<file path="config.mk">
export PLATFORM = sky130hd
export DESIGN_NAME = twin_prime_pair_checker_top
export DESIGN_NICKNAME = d
export VERILOG_FILES = /design/src/rtl/tpc_pkg.sv /design/src/rtl/tpc_rem_unit.sv /design/src/rtl/tpc_prime_tester.sv /design/src/rtl/twin_prime_pair_checker_top.sv
export SDC_FILE = /design/constraint.sdc
export NUM_CORES = 1
export LEC_CHECK = 0
export ABC_AREA = 1
export BUFFER_PORTS_ARGS = -buffer_cell sky130_fd_sc_hd__buf_2
export CAP_MARGIN = 20
export CELL_PAD_IN_SITES_DETAIL_PLACEMENT = 1
export CELL_PAD_IN_SITES_GLOBAL_PLACEMENT = 1
export CORE_ASPECT_RATIO = 0.6
export CORE_MARGIN = 3
export CORE_UTILIZATION = 30
export DETAILED_ROUTE_END_ITERATION = 10
export GPL_TIMING_DRIVEN = 0
export PLACE_DENSITY = 0.65
export SLEW_MARGIN = 20
export SYNTH_ARGS = -nofsm -noshare
export SYNTH_HDL_FRONTEND = slang
export SYNTH_HIERARCHICAL = 1
export SYNTH_SLANG_ARGS = --single-unit
</file>
<file path="constraint.sdc">
create_clock -name i_clk -period 4.1 [get_ports i_clk]
set_input_delay 0.615 -clock i_clk [delete_from_list [all_inputs] [get_ports i_clk]]
set_output_delay 0.615 -clock i_clk [all_outputs]
set_load 0.02 [all_outputs]
</file>
<file path="src/rtl/tpc_pkg.sv">
// shared types and constants for the twin prime pair checker
// no dependencies; imported by every module of the block
package tpc_pkg;

    localparam int VALUE_BITS = 16;
    // trial divisors never pass sqrt(2^VALUE_BITS) + 1
    localparam int DIV_BITS   = (VALUE_BITS + 1) / 2 + 1;
    // running square of the divisor, one past the value range
    localparam int SQ_BITS    = VALUE_BITS + 1;
    localparam int CNT_BITS   = $clog2(VALUE_BITS);
    localparam logic [CNT_BITS-1:0] LAST_BIT = CNT_BITS'(VALUE_BITS - 1);

    typedef struct packed {
        logic done;
        logic zero;
    } t_rem_status;

    typedef struct packed {
        logic done;
        logic prime;
    } t_tst_result;

    typedef enum logic [1:0] {
        TS_IDLE,
        TS_CHECK,
        TS_DIVIDE
    } t_tst_state;

    typedef enum logic [1:0] {
        S_IDLE,
        S_FIRST,
        S_SECOND
    } t_top_state;

endpackage

</file>
<file path="src/rtl/tpc_rem_unit.sv">
// bit-serial remainder unit: one dividend bit per cycle, msb first
// depends on tpc_pkg
module tpc_rem_unit import tpc_pkg::*; (
    input  logic                  i_clk,
    input  logic                  i_rst_n,
    input  logic                  i_load,
    input  logic [VALUE_BITS-1:0] i_dividend,
    input  logic [DIV_BITS-1:0]   i_divisor,
    output t_rem_status           o_status
);

    logic                  r_busy, n_busy;
    logic [CNT_BITS-1:0]   r_cnt, n_cnt;
    logic [VALUE_BITS-1:0] r_sh, n_sh;
    logic [DIV_BITS-1:0]   r_div, n_div;
    logic [DIV_BITS-1:0]   r_rem, n_rem;
    t_rem_status           r_status, n_status;
    logic [DIV_BITS:0]     w_trial;

    always_comb begin
        w_trial  = {r_rem, r_sh[VALUE_BITS-1]};
        n_busy   = r_busy;
        n_cnt    = r_cnt;
        n_sh     = r_sh;
        n_div    = r_div;
        n_rem    = r_rem;
        n_status = '0;
        if (i_load) begin
            n_busy = 1'b1;
            n_cnt  = '0;
            n_sh   = i_dividend;
            n_div  = i_divisor;
            n_rem  = '0;
        end else if (r_busy) begin
            // restoring step
            if (w_trial >= {1'b0, r_div}) begin
                n_rem = DIV_BITS'(w_trial - {1'b0, r_div});
            end else begin
                n_rem = DIV_BITS'(w_trial);
            end
            n_sh  = r_sh << 1;
            n_cnt = r_cnt + 1'b1;
            if (r_cnt == LAST_BIT) begin
                n_busy        = 1'b0;
                n_status.done = 1'b1;
                n_status.zero = (n_rem == '0);
            end
        end
    end

    always_ff @(posedge i_clk) begin
        if (!i_rst_n) begin
            r_busy   <= 1'b0;
            r_cnt    <= '0;
            r_status <= '0;
        end else begin
            r_busy   <= n_busy;
            r_cnt    <= n_cnt;
            r_status <= n_status;
        end
        r_sh  <= n_sh;
        r_div <= n_div;
        r_rem <= n_rem;
    end

    assign o_status = r_status;

endmodule

</file>
<file path="src/rtl/tpc_prime_tester.sv">
// trial division sequencer: steps divisors 2, 3, ... while d*d <= n
// depends on tpc_pkg and tpc_rem_unit
module tpc_prime_tester import tpc_pkg::*; (
    input  logic                  i_clk,
    input  logic                  i_rst_n,
    input  logic                  i_start,
    input  logic [VALUE_BITS-1:0] i_value,
    output t_tst_result           o_result
);

    t_tst_state            r_state, n_state;
    logic [VALUE_BITS-1:0] r_n, n_n;
    logic [DIV_BITS-1:0]   r_d, n_d;
    logic [SQ_BITS-1:0]    r_sq, n_sq;
    t_tst_result           r_result, n_result;
    logic                  w_load;
    t_rem_status           w_rem;

    tpc_rem_unit u_rem (
        .i_clk      (i_clk),
        .i_rst_n    (i_rst_n),
        .i_load     (w_load),
        .i_dividend (r_n),
        .i_divisor  (r_d),
        .o_status   (w_rem)
    );

    always_comb begin
        n_state  = r_state;
        n_n      = r_n;
        n_d      = r_d;
        n_sq     = r_sq;
        n_result = '0;
        w_load   = 1'b0;
        case (r_state)
            TS_IDLE: begin
                if (i_start) begin
                    n_n  = i_value;
                    n_d  = DIV_BITS'(2);
                    n_sq = SQ_BITS'(4);
                    if (i_value < VALUE_BITS'(2)) begin
                        // zero and one are not prime
                        n_result.done = 1'b1;
                    end else begin
                        n_state = TS_CHECK;
                    end
                end
            end
            TS_CHECK: begin
                if (r_sq > {1'b0, r_n}) begin
                    n_result.done  = 1'b1;
                    n_result.prime = 1'b1;
                    n_state        = TS_IDLE;
                end else begin
                    w_load  = 1'b1;
                    n_state = TS_DIVIDE;
                end
            end
            TS_DIVIDE: begin
                if (w_rem.done) begin
                    if (w_rem.zero) begin
                        n_result.done = 1'b1;
                        n_state       = TS_IDLE;
                    end else begin
                        // (d+1)^2 = d^2 + 2d + 1
                        n_sq    = r_sq + SQ_BITS'({r_d, 1'b1});
                        n_d     = r_d + 1'b1;
                        n_state = TS_CHECK;
                    end
                end
            end
            default: begin
                n_state = TS_IDLE;
            end
        endcase
    end

    always_ff @(posedge i_clk) begin
        if (!i_rst_n) begin
            r_state  <= TS_IDLE;
            r_result <= '0;
        end else begin
            r_state  <= n_state;
            r_result <= n_result;
        end
        r_n  <= n_n;
        r_d  <= n_d;
        r_sq <= n_sq;
    end

    assign o_result = r_result;

endmodule

</file>
<file path="src/rtl/twin_prime_pair_checker_top.sv">
// top level of the twin prime pair checker
// depends on tpc_pkg and tpc_prime_tester (which holds tpc_rem_unit)

// A request (first and second value) is taken when start is high and busy
// is low. The first value is tested, then the second, on one shared trial
// division engine. For each trial divisor the sequencer checks the divisor
// bound, the bit-serial remainder unit consumes one dividend bit per cycle,
// and the remainder is handed back. A prime value tries every divisor up
// to its square root; a composite value stops at its smallest divisor.
// The result shows on the output ports for exactly one cycle with o_valid
// high; the receiver cannot stall it, so it must take it in that cycle. A
// new request may be given as soon as busy drops, which is the same cycle
// the result is shown.
module twin_prime_pair_checker_top import tpc_pkg::*; (
    input  logic                  i_clk,
    input  logic                  i_rst_n,
    input  logic                  start,
    input  logic [VALUE_BITS-1:0] i_first_value,
    input  logic [VALUE_BITS-1:0] i_second_value,
    output logic                  busy,
    output logic                  o_valid,
    output logic                  o_pair_is_twin,
    output logic                  o_first_is_prime,
    output logic                  o_second_is_prime
);

    t_top_state            r_state, n_state;
    logic [VALUE_BITS-1:0] r_first, n_first;
    logic [VALUE_BITS-1:0] r_second, n_second;
    logic                  r_first_prime, n_first_prime;
    logic                  r_valid, n_valid;
    logic                  r_twin, n_twin;
    logic                  r_pa, n_pa;
    logic                  r_pb, n_pb;
    logic                  w_tst_start;
    logic [VALUE_BITS-1:0] w_tst_value;
    t_tst_result           w_tst;
    logic                  w_gap_ok;

    tpc_prime_tester u_tester (
        .i_clk    (i_clk),
        .i_rst_n  (i_rst_n),
        .i_start  (w_tst_start),
        .i_value  (w_tst_value),
        .o_result (w_tst)
    );

    // second == first + 2, sum formed one bit wider so it never wraps
    assign w_gap_ok = (({1'b0, r_first} + (VALUE_BITS + 1)'(2)) == {1'b0, r_second});

    always_comb begin
        n_state       = r_state;
        n_first       = r_first;
        n_second      = r_second;
        n_first_prime = r_first_prime;
        n_valid       = 1'b0;
        n_twin        = r_twin;
        n_pa          = r_pa;
        n_pb          = r_pb;
        w_tst_start   = 1'b0;
        w_tst_value   = r_second;
        case (r_state)
            S_IDLE: begin
                if (start) begin
                    // launch the first test straight from the ports
                    n_first     = i_first_value;
                    n_second    = i_second_value;
                    w_tst_start = 1'b1;
                    w_tst_value = i_first_value;
                    n_state     = S_FIRST;
                end
            end
            S_FIRST: begin
                if (w_tst.done) begin
                    n_first_prime = w_tst.prime;
                    w_tst_start   = 1'b1;
                    n_state       = S_SECOND;
                end
            end
            S_SECOND: begin
                if (w_tst.done) begin
                    n_valid = 1'b1;
                    n_pa    = r_first_prime;
                    n_pb    = w_tst.prime;
                    n_twin  = r_first_prime & w_tst.prime & w_gap_ok;
                    n_state = S_IDLE;
                end
            end
            default: begin
                n_state = S_IDLE;
            end
        endcase
    end

    always_ff @(posedge i_clk) begin
        if (!i_rst_n) begin
            r_state <= S_IDLE;
            r_valid <= 1'b0;
        end else begin
            r_state <= n_state;
            r_valid <= n_valid;
        end
        r_first       <= n_first;
        r_second      <= n_second;
        r_first_prime <= n_first_prime;
        r_twin        <= n_twin;
        r_pa          <= n_pa;
        r_pb          <= n_pb;
    end

    assign busy              = (r_state != S_IDLE);
    assign o_valid           = r_valid;
    assign o_pair_is_twin    = r_twin;
    assign o_first_is_prime  = r_pa;
    assign o_second_is_prime = r_pb;

endmodule

</file>
# Word level (Yosys, flattened, before mapping)
# Index checks and enable logic that the tools add are counted.
[classes]
order_cmp = 3
n_eq_ne = 13
mux = 40
n_bitwise = 5
n_addsub = 5
n_reduce_logical = 18
[op_table]
columns = ["cell", "count"]
rows = [
  ["$mux 16", 4],
  ["$mux 9", 6],
  ["$mux 17", 3],
  ["$pmux 17 s2", 1],
  ["$mux 2", 9],
  ["$pmux 9 s2", 1],
  ["$add 16x2->17 const B", 1],
  ["$add 17x10->17", 1],
  ["$eq 17x16->1", 1],
  ["$gt 17x16->1", 1],
  ["$lt 16x2->1 const B", 1],
  ["$mux 1", 12],
  ["$pmux 2 s3", 2],
  ["$reduce_and 2->1", 6],
  ["$ge 10x9->1", 1],
  ["$add 9x1->9 const B", 1],
  ["$logic_not 9->1", 1],
  ["$sub 9x9->9", 1],
  ["$ne 2x2->1 const B", 4],
  ["$ne 2x1->1 const B", 3],
  ["$reduce_and 3->1", 2],
  ["$reduce_bool 2->1", 3],
  ["$add 4x1->4 const B", 1],
  ["$eq 2x1->1 const B", 2],
  ["11 further kinds", 16],
]
[word_totals]
elab_cells = 105
output_inout_bits = 5
in_bits = 35
regBits = 126

# Longest topological paths before layout
[depth]
depth_word = 6
depth_mapped = 20

# Modules after synthesis
# Netlist, hierarchy kept.
[by_module_without_submodules]
columns = ["mod", "n_inst", "area_each_um2", "cells_each"]
rows = [
  ["tpc_prime_tester", 1, 2795.2, 314],
  ["tpc_rem_unit", 1, 2199.6, 271],
  ["twin_prime_pair_checker_top", 1, 2118.3, 258],
]

# Worst setup path after synthesis
# No wires, ideal clock.
[synth_timing]
kind = "reg2reg"
start = "reg u_tester.r_sq[12]"
end = "reg u_tester.u_rem.r_sh[0], enable pin"
arrival_ns = 2.361
setup_slack_ns = 1.370
synth_period_minus_slack_ns = 2.730
path_stages_with_launch = 11
path_buffers = 1
setup_ns = 0.369
cell_sequence = "edfxtp_1 > ha_1 > nand4_1 > nor3_1 > nand4_1 > nand2_1 > nand2_1 > inv_1 > clkbuf_1 > nor2_1 > inv_1"
[synth_via]
elab_chain_len = 4
[synth_lines]
columns = ["item", "line_no", "rtl"]
rows = [
  ["start: declaration", "tpc_prime_tester.sv:14", "logic [SQ_BITS-1:0] r_sq, n_sq;"],
  ["start signal: assignment", "tpc_prime_tester.sv:88", "r_sq <= n_sq;"],
  ["$gt 17x16->1", "tpc_prime_tester.sv:50", "if (r_sq > {1'b0, r_n}) begin"],
  ["$mux 1", "tpc_prime_tester.sv:50", ""],
  ["$mux 1", "tpc_prime_tester.sv:35", "case (r_state)"],
  ["named net u_tester.w_load", "tpc_prime_tester.sv:16", "logic w_load;"],
  ["$reduce_bool 2->1 (no source line)", "-", ""],
  ["end signal: assignment", "tpc_rem_unit.sv:61", "r_sh <= n_sh;"],
  ["end: declaration", "tpc_rem_unit.sv:14", "logic [VALUE_BITS-1:0] r_sh, n_sh;"],
]
# The timed path passes the listed nets, and every way through them passes these cells.
# A chain may end at the register's enable or synchronous reset.

# Worst setup path in the final report
[layout_timing]
start = "reg u_tester.r_n[15]"
end = "reg u_tester.u_rem.r_sh[14], enable pin"
[layout_via]
elab_chain_len = 4
[layout_lines]
columns = ["item", "line_no", "rtl"]
rows = [
  ["start: declaration", "tpc_prime_tester.sv:12", "logic [VALUE_BITS-1:0] r_n, n_n;"],
  ["start signal: assignment", "tpc_prime_tester.sv:86", "r_n <= n_n;"],
  ["$gt 17x16->1", "tpc_prime_tester.sv:50", ""],
  ["$mux 1", "tpc_prime_tester.sv:50", ""],
  ["$mux 1", "tpc_prime_tester.sv:35", ""],
  ["named net u_tester.w_load", "tpc_prime_tester.sv:16", ""],
  ["$reduce_bool 2->1 (no source line)", "-", ""],
]
# The timed path passes the listed nets, and every way through them passes these cells.

==> results.toml <==
[worst_setup_path]
crit_type = "reg -> reg"
rr_startpoint = "u_tester/r_n[15]$_DFFE_PP_"
worst_setup_path_startpoint = "u_tester/r_n[15]$_DFFE_PP_"
critPathCaptureType = "flop"
critPathLaunchType = "flop"
arrival_ns = 3.69
path_max_fanout = 18
required_ns = 4.13

[global_routing]
grt_overflow = 0
track_usage = 0.155
antenna_found_initial = 0
grt_pass1_vias = 5635
grt_first_pass_wirelength_um = 30900
grt_max_degree = 42

[detailed_routing]
drtIter0Drc = 294
wl_per_cell_um = 15.8
first_pass_iters = 5
antenna_left = 0
drc_errors = 0
wl_um = 19300
vias_per_cell = 4.65
vias = 5678

[power]
p_leak_nw = 3.67
power_mw = 4.40
power_density_nw_per_um2 = 531
ir_worst_vdd_mv = 0.282

[clocking]
cts_setup_buffers = 0
cts_sinks = 126
worstSkewPairLatency_ns = 0.43
cts_tree = "built"
ctsHoldBuffers = 0
path_clk_slew_ns = 0.06
cts_root_buf = "clkbuf_16"
clk_path_buf_depth = 2
cts_max_level = 4
cts-resized-gates = 0
numCtsBuffers = 17

[yosys]
yosysSeqAreaShare = 0.500
synthTopCellsByArea = "edfxtp_1 (43%), nand2_1 (13%), ha_1 (6.5%), dfxtp_1 (6.5%), inv_1 (6.3%)"
syn_area_per_cell_um2 = 8.44
syn_nets = 917
synth_top_area_frac = 0.435
synth_cells = 843
ys_types = 39
ys_ff_latch = 126
synth_area_leader_cell = "edfxtp_1"
synth_warnings = 6
syn_area_um2 = 7110

[run_status]
outcome = "completed"

[timing]
hold_violations = 0
grt_setup_unrepaired = "no"
finalCriticalPeriod_ns = 3.66
fmax_ghz = 0.273
finClkSkew_ns = 0.00959
max_slew.worst_pin.slew_ns = 0.895
slew_violations = 0
fin_tns_setup_ns = 0
setup_viol = 0
maxSlewHeadroom = 0.404
fin_crit_sh = 0.892

[finish]
nets = 975
antenna_cells = 0
multiInputGateArea_um2 = 3050
layout_commonest_cell = "nand2_1"
design_area_um2 = 8290
area_growth_syn_to_layout_pct = 16.6
fill_cells = 2704
final_cell_mix = "nand2_1 (250), inv_1 (119), edfxtp_1 (103)"
drive_gt1_frac = 0.132
seq_area_um2 = 3550

[hold_path]
hp-class = "in -> reg"
worstHoldStart = "i_second_value[12]"

[floorplan]
die_h_um = 125
io_pins = 40
start_util = 0.314
core_um2 = 22600
dieArea_um2 = 25700
num_rows = 42
dieWidth_um = 205

[run]
drv_cap = 0

[place]
place_area_um2 = 7690
gp_congestion = 0.825
port_buffers = 39
hpwl_um = 14600
metrics by stage:
stage                     setup WS (ns)  hold WS, ns   util  instances
after global placement            0.147        0.439  0.340       1190
after CTS                        0.0372        0.340  0.366       1222
after floorplan                    1.37        0.423      -        843
after global routing              0.131        0.341  0.366       1222
after detailed placement         0.0619        0.442  0.340       1190
final                             0.441        0.359  0.366       1222
worst max-delay path, stage by stage, from the launching register on:
cell and delay, ns:
edfxtp_1 0.44, inv_1 0.07, ha_1 0.30, nand3_1 0.12, nor3_1 0.47, nand2_1 0.11
nand2_1 0.12, nand2_1 0.06, nand2_1 0.07, inv_1 0.23, clkbuf_2 0.32, nor2_2 0.41
clkinvlp_4 0.52
metal layers:
metal / share of wire / wire length (µm) / GRT usage / vias up
met2: 0.37 / 7200 / 0.199 / 83
li1: - / - / - / 2874
met4: 0.0072 / 138 / 0.0432 / 0
met1: 0.58 / 11200 / 0.252 / 2712
met5: 0 / 0 / 0 / -
met3: 0.036 / 697 / 0.0348 / 9
synth_stat cells:
| library cell | number |
|---|---|
| a21o_1 | 3 |
| a21oi_1 | 40 |
| a21oi_2 | 2 |
| a21oi_4 | 1 |
| a22o_1 | 7 |
| a31o_2 | 1 |
| and2_1 | 1 |
| buf_1 | 1 |
| buf_2 | 3 |
| buf_6 | 2 |
| clkbuf_1 | 4 |
| clkinv_1 | 1 |
| dfxtp_1 | 23 |
| edfxtp_1 | 103 |
| fa_1 | 2 |
| ha_1 | 37 |
| inv_1 | 120 |
| inv_2 | 2 |
| nand2_1 | 250 |
| nand2_2 | 20 |
| nand2_4 | 1 |
| nand3_1 | 46 |
| nand3_2 | 2 |
| nand3b_1 | 4 |
| nand4_1 | 10 |
| nor2_1 | 79 |
| nor2_2 | 4 |
| nor2_4 | 5 |
| nor3_1 | 11 |
| nor4_1 | 2 |
| o2111a_1 | 1 |
| o21ai_0 | 32 |
| o21ai_1 | 5 |
| o21ai_2 | 1 |
| o21bai_1 | 3 |
| o22ai_1 | 1 |
| or2_2 | 2 |
| xnor2_1 | 1 |
| xor2_1 | 10 |
where the power goes:
group / switching, mW / internal [mW] / total [mW]
Sequential: 0.114 / 1.56 / 1.68
Combinational: 0.784 / 0.416 / 1.20
Clock: 0.629 / 0.897 / 1.53
final timing paths:
check,end,slack (ns),cells past startpoint
setup / recovery,u_tester/u_rem/r_sh[14]$_DFFE_PP_,0.44,12
hold / removal,r_second[12]$_DFFE_PP_,0.36,1
setup reg to reg,u_tester/u_rem/r_sh[14]$_DFFE_PP_,0.44,12
hold reg to reg,o_first_is_prime$_DFFE_PP_,0.45,0
logic make-up after synthesis:
family | Yosys count | synth area share
AND/OR/NAND/NOR | 437 | 0.265
adder cells (fa/ha/maj) | 39 | 0.0707
buffers and inverters | 133 | 0.0728
AO/OA/AOI/OAI | 97 | 0.0788
flip-flops | 126 | 0.500
XOR/XNOR | 11 | 0.0135
sequential cells by signal, summed over array words and instances, names as in the netlist, 2 cells and up:
name,flops
u_tester/r_sq,17
r_first,16
r_second,16
u_tester/r_n,16
u_tester/u_rem/r_sh,16
u_tester/r_d,9
u_tester/u_rem/r_div,9
u_tester/u_rem/r_rem,9
u_tester/u_rem/r_cnt,4
r_state,2
u_tester/o_result,2
u_tester/r_state,2
u_tester/u_rem/o_status,2
area by class of cell:
| type | instances | share of cell area |
|---|---|---|
| inverters | 123 | 0.0561 |
| well taps | 308 | 0.0465 |
| multi-input cells | 584 | 0.367 |
| clock buffers | 19 | 0.0560 |
| flip-flops and latches | 126 | 0.428 |
| plain buffers | 10 | 0.00694 |
| repair buffers | 39 | 0.0235 |
| clock inverters | 13 | 0.0154 |
(Power assumes the default switching activity.)
